File: src/rtl/core/anosim_rank_r_statistic_assert.svh
// ----------------------------------------------------------------------------
// anosim rank r statistic assertion macros
// concurrent checks clocked on clk, disabled while rst_n is low
// ----------------------------------------------------------------------------
`ifndef ANOSIM_RANK_R_STATISTIC_ASSERT_SVH
`define ANOSIM_RANK_R_STATISTIC_ASSERT_SVH

`ifndef SYNTHESIS

`define ANRS_ASSERT_IMP(lbl, ante, cons) \
  lbl: assert property (@(posedge clk) disable iff (!rst_n) (ante) |-> (cons)) \
    else $error("anrs assertion failed");

`define ANRS_ASSERT_NXT(lbl, ante, cons) \
  lbl: assert property (@(posedge clk) disable iff (!rst_n) (ante) |=> (cons)) \
    else $error("anrs assertion failed");

`else

`define ANRS_ASSERT_IMP(lbl, ante, cons)

`define ANRS_ASSERT_NXT(lbl, ante, cons)

`endif

`endif

File: src/rtl/core/anrs_pkg.sv
// ----------------------------------------------------------------------------
// anrs_pkg
// shared constants, codes and types of the anosim rank r statistic block
// ----------------------------------------------------------------------------
`timescale 1ns / 1ps

package anrs_pkg;

  localparam int MAX_SAMPLES = 64;
  localparam int PAIR_SLOTS  = MAX_SAMPLES * (MAX_SAMPLES - 1) / 2;
  localparam int SLOT_W      = $clog2(PAIR_SLOTS);
  localparam int ROW_W       = $clog2(MAX_SAMPLES);
  localparam int DIST_W      = 32;
  localparam int GROUP_W     = 4;
  localparam int SC_W        = 7;
  localparam int NN1_W       = 12;
  localparam int RANK_W      = 12;
  localparam int SUM_W       = 23;
  localparam int CNT_W       = 11;
  localparam int NBW_W       = 22;
  localparam int PROD_W      = 34;
  localparam int Q_W         = 16;
  localparam int QBITS       = 15;
  localparam int QCNT_W      = 4;

  localparam logic [1:0] KIND_LABEL   = 2'd0;
  localparam logic [1:0] KIND_DIST    = 2'd1;
  localparam logic [1:0] KIND_COMPUTE = 2'd2;

  localparam logic [1:0] STATUS_OK         = 2'd0;
  localparam logic [1:0] STATUS_NO_WITHIN  = 2'd1;
  localparam logic [1:0] STATUS_NO_BETWEEN = 2'd2;
  localparam logic [1:0] STATUS_MISSING    = 2'd3;

  typedef enum logic [3:0] {
    ST_CLEAR,
    ST_IDLE,
    ST_CHECK,
    ST_HEAD,
    ST_LATCH,
    ST_SCAN,
    ST_ACC,
    ST_MUL1,
    ST_MUL2,
    ST_DIV_GO,
    ST_DIV_WAIT,
    ST_FINISH
  } state_t;

  typedef struct packed {
    logic              start;
    logic [PROD_W-1:0] mag;
    logic [PROD_W-1:0] den;
  } div_req_t;

  typedef struct packed {
    logic           done;
    logic [Q_W-1:0] quot;
  } div_rsp_t;

endpackage

File: src/rtl/core/anrs_div.sv
// ----------------------------------------------------------------------------
// anrs_div
// restoring divider, quotient = min(floor(mag * 2^15 / den), 2^15)
// ----------------------------------------------------------------------------
`timescale 1ns / 1ps
`include "anosim_rank_r_statistic_assert.svh"

module anrs_div (
  input  logic              clk,
  input  logic              rst_n,
  input  anrs_pkg::div_req_t req,
  output anrs_pkg::div_rsp_t rsp
);

  logic                           busy_r, busy_nxt;
  logic                           done_r, done_nxt;
  logic [anrs_pkg::QCNT_W-1:0]    cnt_r, cnt_nxt;
  logic [anrs_pkg::PROD_W:0]      rem_r, rem_nxt;
  logic [anrs_pkg::PROD_W-1:0]    den_r, den_nxt;
  logic [anrs_pkg::Q_W-1:0]       q_r, q_nxt;
  logic [anrs_pkg::PROD_W:0]      rem2;

  assign rem2 = {rem_r[anrs_pkg::PROD_W-1:0], 1'b0};

  always_comb begin
    busy_nxt = busy_r;
    done_nxt = 1'b0;
    cnt_nxt  = cnt_r;
    rem_nxt  = rem_r;
    den_nxt  = den_r;
    q_nxt    = q_r;
    if (req.start) begin
      den_nxt = req.den;
      if (req.mag >= req.den) begin
        q_nxt    = anrs_pkg::Q_W'(1) << anrs_pkg::QBITS;
        done_nxt = 1'b1;
      end else begin
        rem_nxt  = {1'b0, req.mag};
        q_nxt    = '0;
        cnt_nxt  = anrs_pkg::QCNT_W'(anrs_pkg::QBITS);
        busy_nxt = 1'b1;
      end
    end else if (busy_r) begin
      if (rem2 >= {1'b0, den_r}) begin
        rem_nxt = rem2 - {1'b0, den_r};
        q_nxt   = {q_r[anrs_pkg::Q_W-2:0], 1'b1};
      end else begin
        rem_nxt = rem2;
        q_nxt   = {q_r[anrs_pkg::Q_W-2:0], 1'b0};
      end
      cnt_nxt = cnt_r - anrs_pkg::QCNT_W'(1);
      if (cnt_r == anrs_pkg::QCNT_W'(1)) begin
        busy_nxt = 1'b0;
        done_nxt = 1'b1;
      end
    end
  end

  always_ff @(posedge clk) begin
    if (!rst_n) begin
      busy_r <= 1'b0;
      done_r <= 1'b0;
    end else begin
      busy_r <= busy_nxt;
      done_r <= done_nxt;
    end
    cnt_r <= cnt_nxt;
    rem_r <= rem_nxt;
    den_r <= den_nxt;
    q_r   <= q_nxt;
  end

  assign rsp.done = done_r;
  assign rsp.quot = q_r;

  `ANRS_ASSERT_IMP(a_div_busy_count, busy_r, cnt_r != '0)
  `ANRS_ASSERT_IMP(a_div_quot_range, done_r, q_r <= (anrs_pkg::Q_W'(1) << anrs_pkg::QBITS))
  `ANRS_ASSERT_NXT(a_div_done_pulse, done_r, !done_r)

endmodule

File: config.mk
export PLATFORM = sky130hd
export DESIGN_NAME = anrs_div
export DESIGN_NICKNAME = d
export VERILOG_FILES = /design/src/rtl/core/anrs_pkg.sv /design/src/rtl/core/anrs_div.sv
export VERILOG_INCLUDE_DIRS = /design/src /design/src/rtl/core
export SDC_FILE = /design/constraint.sdc
export NUM_CORES = 1
export LEC_CHECK = 0
export ABC_CLOCK_PERIOD_IN_PS = 4950
export CAP_MARGIN = 40
export CORE_MARGIN = 1
export CORE_UTILIZATION = 28
export DETAILED_ROUTE_END_ITERATION = 8
export DONT_BUFFER_PORTS = 1
export REMOVE_ABC_BUFFERS = 1
export SLEW_MARGIN = 25
export SYNTH_ARGS = -nofsm -noshare
export SYNTH_HDL_FRONTEND = slang
export SYNTH_SLANG_ARGS = --single-unit
File: constraint.sdc
create_clock -name clk -period 4.95 [get_ports clk]
set_clock_uncertainty 0.2 [all_clocks]
set_input_delay 0.2475 -clock clk [delete_from_list [all_inputs] [get_ports clk]]
set_output_delay 0.2475 -clock clk [all_outputs]
set_load 0.1 [all_outputs]
==> results of run 1 <==
-- cells in the final DEF (no fill, tap or decap), types with 10 or more instances in the layout --
cell type / count
ha_1: 70
nor2b_1: 19
buf_1: 14
dlygate4sd3_1: 69
xnor2_1: 18
a21o_1: 24
a21oi_1: 48
nor2_1: 33
nand4_1: 15
o21ai_0: 23
edfxtp_1: 88
xor2_1: 12
buf_8: 10
nand2_1: 64
inv_1: 80
mux2i_1: 21
nor3_1: 10
o21ai_1: 20
nand3_1: 13
-- how the worst max path moves through the flow --
stage | startpoint | to | slack (ns) | cells past startpoint
4_1_cts | rem_r[23] | rem_r[10] | 1.05 | 9
6_report | rem_r[23] | rem_r[10] | 1.10 | 9
2_1_floorplan | req[31] | cnt_r[0] | -0.07 | 9
3_5_place_dp | rem_r[23] | rem_r[6] | 1.09 | 9
3_3_place_gp | rem_r[23] | rem_r[31] | 1.11 | 9
5_1_grt | rem_r[23] | rem_r[1] | 0.86 | 9
-- worst reg2reg max path, delay by kind of cell (launching register included) --
kind	cells	cell delay, ns
compound gates	3	0.81
simple gates	3	0.97
buf+inv	1	0.42
fa+ha+maj	1	0.52
flops	1	0.39
mux	1	0.27
-- metrics by stage --
step	instances	TNS, ns	util [%]	worst slack, ns	total power, mW
floorplan	669	-2.83	-	-0.0746	2.66
global placement	990	0	29.8	1.11	3.04
detailed placement	1022	0	31.5	1.09	3.16
CTS	1108	0	35.9	1.05	4.02
global route	1108	0	35.9	0.856	4.27
finish	1108	0	35.9	1.10	4.00
-- registers in the layout, summed over array words and instances (netlist names) --
| name | count |
|---|---|
| den_r | 34 |
| cnt_r | 4 |
| rem_r | 34 |
| done_r | 1 |
| busy_r | 1 |
| q_r | 16 |
-- power breakdown --
| part | switching, mW | internal [mW] | total, mW |
|---|---|---|---|
| sequential | 0.0882 | 1.05 | 1.13 |
| clock | 0.350 | 0.419 | 0.769 |
| combinational | 1.24 | 0.863 | 2.10 |
-- layout make-up --
cell class,instances,area [um2]
Clock inverter,6,78.8
Inverter,81,304
Tap cell,319,399
Timing Repair Buffer,104,1170
Sequential cell,90,2680
Fill cell,2427,15100
Clock buffer,10,239
Multi-Input combinational cell,498,3610
-- cell families after synthesis --
group / Yosys count
and+or+nand+nor: 197
AOI/OAI and AO/OA: 178
buffers and inverters: 114
DFF: 90
adders and majority gates: 71
xor gates and xnor gates: 30
muxes: 22
-- metal layers --
layer  up-vias  routed length [um]  track usage [%]
met5         -                   0                0
met4         0                 278             3.56
met3        23                1210             4.30
met2       150                8260             25.1
met1      2581                8700             20.6
li1       2704                   -                -
==> impl_metrics.toml, run 1 <==
[global_routing]
grt_max_degree = 98
grt_pass1_wl_um = 29800
antenna_found_initial = 0
grt-ovfl-total = 0
grt_pass1_vias = 5626
grt_usage_pct = 15.6

[logic_synthesis]
synth-adder-area-share_pct = 13.2
yosysMostFrequentCell = "edfxtp_1"
synth_top_area_cell = "edfxtp_1"
ys_warn_count = 0
synth_compound_area_share_pct = 17.7
ys_top_cells_by_count = "88 x edfxtp_1, 80 x inv_1, 70 x ha_1"
synthFlopType = "edfxtp_1"
synth.distinct_cells = 76
async_reset_ff_share_pct = 0
synth-xor-area-share_pct = 3.88
yosysSeqAreaShare_pct = 39.6
synth.area.top_cells = "edfxtp_1 39%, ha_1 13%, inv_1 4.4%, a21oi_1 3.5%, nand2_1 3.5%"
synth-seq-cells = 90
muxShareOfSynthArea_pct = 3.27
synth_top_family_by_area = "compound AO/OA/AOI/OAI gates"
avgSynthCellArea_um2 = 9.66
synth_simple_gate_area_share_pct = 15.0
synth_cells = 702
synth_top_area_share_pct = 39.0
synth_area_um2 = 6780
synth_edf_count = 88

[timing]
relSlewSlack_pct = 46.9
finalHoldViolCount = 0
min_period_ns = 3.85
setup_violations = 0
final-max-slew-violation-count = 0
period_share_pct = 77.8
hold_ws_ns = 0.000525
rsz0062_at_grt = "no"
fmax_mhz = 260
tightest_slew_ns = 0.795

[routing]
antenna_left = 0
wl_per_cell_um = 16.6
wl_um = 18400
drcViolationCount = 0
drtIter0Drc = 292
num_vias = 5458
viasPerCell = 4.93
drt_pass1_iterations = 5

[worst_setup_path]
crit_required_ns = 4.84
r2r_end = "rem_r[10]"
crit_chain = "ha_1, and3_1, nand2_1, nor4_1, a211oi_2, a21oi_4, buf_4, mux2i_1, o21ai_1"
cp_top_family = "simple AND/OR/NAND/NOR gates"
start_kind = "flip-flop"
crit_path_max_incr_delay_ns = 0.56
reg2reg_depth = 9
reg2reg_from = "rem_r[23]"
r2r_slack_ns = 1.10
critical_path_peak_fanout = 20
cpMaxStageDelayCell = "a21oi_4"
worstSetupPathType = "flip-flop to flip-flop"
cp-end-kind = "flip-flop"
worstPathArrival_ns = 3.74
critPathBufInv = 1

[cts]
cts_tree = "yes"
cts-resized-gates = 0
clock-root-buffer = "clkbuf_16"
ctsHoldBuffers = 70
post_cts_buffers = 0
clockBufferDepth = 2
numCtsBuffers = 9
clkSinkCount = 90
clkLatencyLatePin_ns = 0.37
clk_pin_slew_worst_paths_ns = 0.08
htree_levels = 3

[min_path]
min_path_cells = 3
hold-path-endpoint = "rem_r[33]"
worstHoldStart = "req[67]"
worstHoldPathType = "input port to flip-flop"

[power]
ir_worst_vdd_uv = 247
leakagePower_nw = 3.62
power_density_nw_per_um2 = 472

[layout]
final_design_area_no_fill_um2 = 8490
syn2layout_area_growth_pct = 25.2
drive_above_1_share_pct = 7.35
nets = 926
n_antenna_cell = 0

[floorplan]
rows = 56
coreArea_um2 = 23600
ios = 88
die_x_um = 158
die_y_um = 158
start_util_pct = 28.7
die-area_um2 = 24800

[place]
gp_congestion = 0.837
place_area_um2 = 7450
io_buffer_count = 0
hpwl_um = 12900

[outcome]
status = "complete, no violations"

[job]
drv_cap = 0
No activity file was read; power rests on OpenSTA's default activity.
==> inputs of run 2 (changes only) <==
Settings changed: ABC_AREA from default to 1, ABC_CLOCK_PERIOD_IN_PS 4950 to 3900.
Clock period 4.95 ns to 3.9 ns, I/O delays scaled along.
==> run 2 against run 1 <==
Net effect: global-route usage increased by 1.2 points; synthesized area increased by 13%; maximum frequency increased by 27%; first-iteration DRC count increased by 26%; flip-flop and latch count unchanged; combinational power decreased by 13%; utilization decreased by 1.3 points; sequential share of layout area decreased by 2.8 points; clock power increased by 16%; critical path type unchanged; largest power group unchanged.
==> impl_metrics.toml, run 2 <==
[outcome]
status = "complete, no violations"

[worst_setup_path]
r2r_end = "rem_r[9]"
crit_path_max_incr_delay_ns = 0.40
cp.depth = 12
reg2reg_from = "rem_r[25]"
cp-end-kind = "flip-flop"
worstSetupPathType = "flip-flop to flip-flop"
critPathBufInv = 2
cpMaxStageDelayCell = "edfxtp_1"
r2r_slack_ns = 0.88
cp_common_cell = "nand2_1"
reg2reg_depth = 12
crit_chain = "ha_1, a21oi_1, nand2_1, inv_1, nand2_1, a21oi_1, nand2_2, nand2_2, buf_4, nand3b_1, nand3_1, nand2_1"
start_kind = "flip-flop"
crit_required_ns = 3.80
critical_path_peak_fanout = 17
worstPathArrival_ns = 2.92
cp_top_family = "simple AND/OR/NAND/NOR gates"

[timing]
period_share_pct = 77.5
fin_tns_setup_ns = 0
min_period_ns = 3.02
tightest_slew_ns = 0.896
relSlewSlack_pct = 40.4
finalHoldViolCount = 0
fmax_mhz = 331
hold_ws_ns = 0.0244
setup_violations = 0
final-max-slew-violation-count = 0
rsz0062_at_grt = "no"

[routing]
drtIter0Drc = 369
drt_pass1_iterations = 5
num_vias = 6903
wl_um = 22700
viasPerCell = 4.49
drcViolationCount = 0
wl_per_cell_um = 14.7
antenna_left = 0

[logic_synthesis]
yosysMostFrequentCell = "nand2_1"
synth_area_um2 = 7650
synth.distinct_cells = 33
synth-seq-cells = 90
synth_edf_count = 88
avgSynthCellArea_um2 = 6.95
synth_top_area_share_pct = 34.5
async_reset_ff_share_pct = 0
yosysSeqAreaShare_pct = 35.1
ys_top_cells_by_count = "424 x nand2_1, 227 x inv_1, 88 x edfxtp_1"
synth_top_area_cell = "edfxtp_1"
synthFlopType = "edfxtp_1"
synth_cells = 1100
ys_warn_count = 0
synth.area.top_cells = "edfxtp_1 35%, nand2_1 21%, ha_1 11%, inv_1 11%, nand3b_1 3.9%"

[cts]
clockBufferDepth = 2
numCtsBuffers = 9
ctsHoldBuffers = 69
cts-resized-gates = 0
clock-root-buffer = "clkbuf_16"
post_cts_buffers = 0
clk_pin_slew_worst_paths_ns = 0.08
htree_levels = 3
clkSinkCount = 90
cts_tree = "yes"
clkLatencyLatePin_ns = 0.36

[floorplan]
ios = 88
die-area_um2 = 28000
rows = 60
die_y_um = 167
die_x_um = 167
coreArea_um2 = 26900
start_util_pct = 28.5

[layout]
syn2layout_area_growth_pct = 21.8
largest_registers = "den_r: 34 flops, rem_r: 34 flops, q_r: 16 flops"
final_cell_mix = "424 x nand2_1, 227 x inv_1, 88 x edfxtp_1"
fillers = 2867
seqCellArea_um2 = 2680
final_design_area_no_fill_um2 = 9320
layout_commonest_cell = "nand2_1"
nets = 1335
multi_input_area_um2 = 3980
n_antenna_cell = 0
drive_above_1_share_pct = 5.18
final_core_util_pct = 34.7

[min_path]
hold-path-endpoint = "rem_r[0]"
worstHoldStart = "req[34]"
worstHoldPathType = "input port to flip-flop"
min_path_cells = 2

[power]
power_density_nw_per_um2 = 431
ir_worst_vdd_uv = 240
leakagePower_nw = 4.88

[global_routing]
grt_max_degree = 86
grt_usage_pct = 16.8
grt_pass1_vias = 7006
grt-ovfl-total = 0
antenna_found_initial = 0
grt_pass1_wl_um = 36800

[place]
gp_congestion = 0.936
hpwl_um = 17100
place_area_um2 = 8320
io_buffer_count = 0

[job]
drv_cap = 0
run 2: area by class of cell:
| type | count | area share (%) |
|---|---|---|
| well taps | 341 | 4.58 |
| inverters | 230 | 9.27 |
| repair buffers | 103 | 11.6 |
| flip-flops and latches | 90 | 28.8 |
| clock inverters | 7 | 0.645 |
| clock buffers | 9 | 2.42 |
| multi-input cells | 759 | 42.7 |
run 2: worst register-to-register path: stages, from the launching register on:
cell and delay, ns:
edfxtp_1 0.40, ha_1 0.37, a21oi_1 0.28, nand2_1 0.13
inv_1 0.07, nand2_1 0.05, a21oi_1 0.21, nand2_2 0.09
nand2_2 0.34, buf_4 0.32, nand3b_1 0.11, nand3_1 0.09
nand2_1 0.10
run 2: where the power goes:
group	internal (mW)	switching (mW)	leakage [nW]
clock	0.446	0.448	0.136
combinational	0.646	1.17	3.86
sequential	1.23	0.0748	0.885
run 2: routing by layer:
layer  share of wire [%]  track usage, %  vias to the layer above  routed length [um]
met5                   0               0                        -                   0
met4                 1.2            4.39                        0                 279
li1                    -               -                     3583                   -
met3                 3.8            2.08                       19                 865
met2                  45            27.6                      132               10200
met1                  50            23.3                     3169               11300
run 2: cell families (layout without fill, tap and decap cells):
kind of cell	count (synthesis)	in the layout	synth area share [%]
flops	90	90	35.1
fa+ha+maj	71	71	11.7
buf+inv	251	349	13.1
simple gates	619	619	34.6
compound gates	52	52	3.57
xor+xnor	17	17	1.95
run 2: worst max-delay path by stage:
stage                     startpoint        end  slack [ns]
after floorplan               req[9]   cnt_r[0]        0.30
after global placement     rem_r[25]   rem_r[9]        0.91
after detailed placement     req[33]  rem_r[30]        0.91
after CTS                  rem_r[25]   rem_r[9]        0.87
after global routing       rem_r[25]   rem_r[9]        0.66
final                      rem_r[25]   rem_r[9]        0.88
run 2: metrics by stage:
stage	worst slack, ns	total power [mW]	cells
floorplan	0.302	2.58	1079
global placement	0.910	2.99	1427
detailed placement	0.912	3.06	1454
CTS	0.875	4.04	1539
global route	0.661	4.31	1539
finish	0.877	4.02	1539
==> inputs of run 3 (changes only) <==
Settings changed: ABC_CLOCK_PERIOD_IN_PS 3900 to 2770.
Clock period 3.9 ns to 2.77 ns, I/O delays scaled along.
==> run 3 against run 2 <==
Net effect: critical path depth rose by 2; register-to-register slack lost 0.74 ns; routed wire length fell by 0.11%; sequential power grew 41%.
==> impl_metrics.toml, run 3 (synthesized netlist as in run 2, its figures left out) <==
[cts]
clkLatencyLatePin_ns = 0.37
clk_pin_slew_worst_paths_ns = 0.08
cts_tree = "yes"
htree_levels = 3
clkSinkCount = 90
clockBufferDepth = 2
clock-root-buffer = "clkbuf_16"
numCtsBuffers = 9

[floorplan]
die-area_um2 = 28000
coreArea_um2 = 26900
ios = 88
start_util_pct = 28.5
die_x_um = 167
die_y_um = 167
rows = 60

[layout]
drive_above_1_share_pct = 6.84
nets = 1335
final_cell_mix = "422 x nand2_1, 227 x inv_1, 88 x edfxtp_1"
largest_registers = "den_r: 34 flops, rem_r: 34 flops, q_r: 16 flops"
final_core_util_pct = 34.8
final_cells = 1539
n_antenna_cell = 0
syn2layout_area_growth_pct = 22.4
layout_commonest_cell = "nand2_1"

[worst_setup_path]
cp_common_cell = "nand2_1"
crit_chain = "ha_1, nand2_1, nor2_1, nand3_1, nand2_1, nand2_1, nand2_1, nand2_1, nand2_1, nand2_1, nand2_1, nand2_1, nand2_1, nand2_1"
crit_path_max_incr_delay_ns = 0.40
cp-end-kind = "flip-flop"
r2r_slack_ns = 0.14
start_kind = "flip-flop"
worstSetupPathType = "flip-flop to flip-flop"
cpMaxStageDelayCell = "edfxtp_1"
critical_path_peak_fanout = 4
worstPathArrival_ns = 2.55
critPathBufInv = 0
crit_required_ns = 2.69
cp_top_family = "simple AND/OR/NAND/NOR gates"

[global_routing]
grt_usage_pct = 16.7
antenna_found_initial = 0
grt-ovfl-total = 0
grt_pass1_vias = 6946
grt_pass1_wl_um = 36500
grt_max_degree = 87

[outcome]
status = "complete, no violations"

[timing]
fin_ws_ns = 0.138
fmax_mhz = 380
finalHoldViolCount = 0
final-max-slew-violation-count = 0
setup_violations = 0
relSlewSlack_pct = 40.4
tightest_slew_ns = 0.896
fin_tns_setup_ns = 0
period_share_pct = 95.0
min_period_ns = 2.63

[power]
ir_worst_vdd_uv = 386
clkPwrFrac_pct = 22.9
comb_power_share_pct = 45.4
power_density_nw_per_um2 = 615
switching_share_pct = 41.1
power.internal_mw = 3.39
leakagePower_nw = 4.90
p_seq_share_pct = 31.7
p_switching_mw = 2.37

[place]
dp_slack_ns = -0.0466
placed_cells = 1453
gp_congestion = 0.902
io_buffer_count = 0
hpwl_um = 17200

[routing]
wl_per_cell_um = 14.7
drcViolationCount = 0
viasPerCell = 4.46
num_vias = 6861
wl_um = 22600
antenna_left = 0
drtIter0Drc = 411
drt_pass1_iterations = 7

[min_path]
worstHoldPathType = "input port to flip-flop"

[job]
drv_cap = 0
-- run 3: worst register-to-register path, cell delays in order, from the launching register on --
cell	delay (ns)
edfxtp_1	0.40
ha_1	0.40
nand2_1	0.13
nor2_1	0.20
nand3_1	0.10
nand2_1	0.15
nand2_1	0.09
nand2_1	0.21
nand2_1	0.13
nand2_1	0.09
nand2_1	0.05
nand2_1	0.05
nand2_1	0.06
nand2_1	0.07
nand2_1	0.05
-- run 3: per-stage QoR --
step           instance area [um2]  total power, mW  hold slack, ns
2_1_floorplan                 7510             3.63          0.0374
4_1_cts                       9280             5.74          0.0224
3_3_place_gp                  8240             4.28          0.0375
3_5_place_dp                  8260             4.30          0.0375
6_report                      9360             5.76          0.0201
5_1_grt                       9360             6.18          0.0373
-- run 3: path summary, 6_finish.rpt --
check	from	end	depth (start not counted)
setup / recovery	rem_r[4]	rem_r[28]	14
hold / removal	req[68]	den_r[22]	1
setup reg to reg	rem_r[4]	rem_r[28]	14
hold reg to reg	busy_r	busy_r	2
-- run 3: repair_timing --
action / CTS / global route
buffers inserted: 0 / 0
endpoints found under the hold margin: 142 / 0
hold buffers: 70 / 0
setup endpoints to repair: 0 / 34
gates resized for setup: 0 / 13
-- run 3: final cells by class --
class                      count  area, um2
fill                        2883      17500
sequential                    90       2680
clock inverter                 6       72.6
multi-input combinational    759       4060
inverter                     230        863
timing repair buffer         103       1030
tap                          341        427
clock buffer                  10        229
-- run 3: routing by layer --
metal / track usage [%] / vias to the layer above / share of wire, %
li1: - / 3588 / -
met1: 22.8 / 3105 / 49
met2: 27.4 / 147 / 45
met3: 2.58 / 21 / 4.6
met4: 4.39 / 0 / 1.7
met5: 0 / - / 0
-- run 3: power groups by stage --
| stage | combinational (mW) | clock (mW) | sequential, mW |
|---|---|---|---|
| 6_report | 2.62 | 1.32 | 1.83 |
| 5_1_grt | 2.94 | 1.39 | 1.84 |
| 4_1_cts | 2.58 | 1.34 | 1.82 |
| 3_5_place_dp | 2.45 | 0 | 1.85 |
| 3_3_place_gp | 2.43 | 0 | 1.85 |
| 2_1_floorplan | 1.63 | 0 | 2.00 |
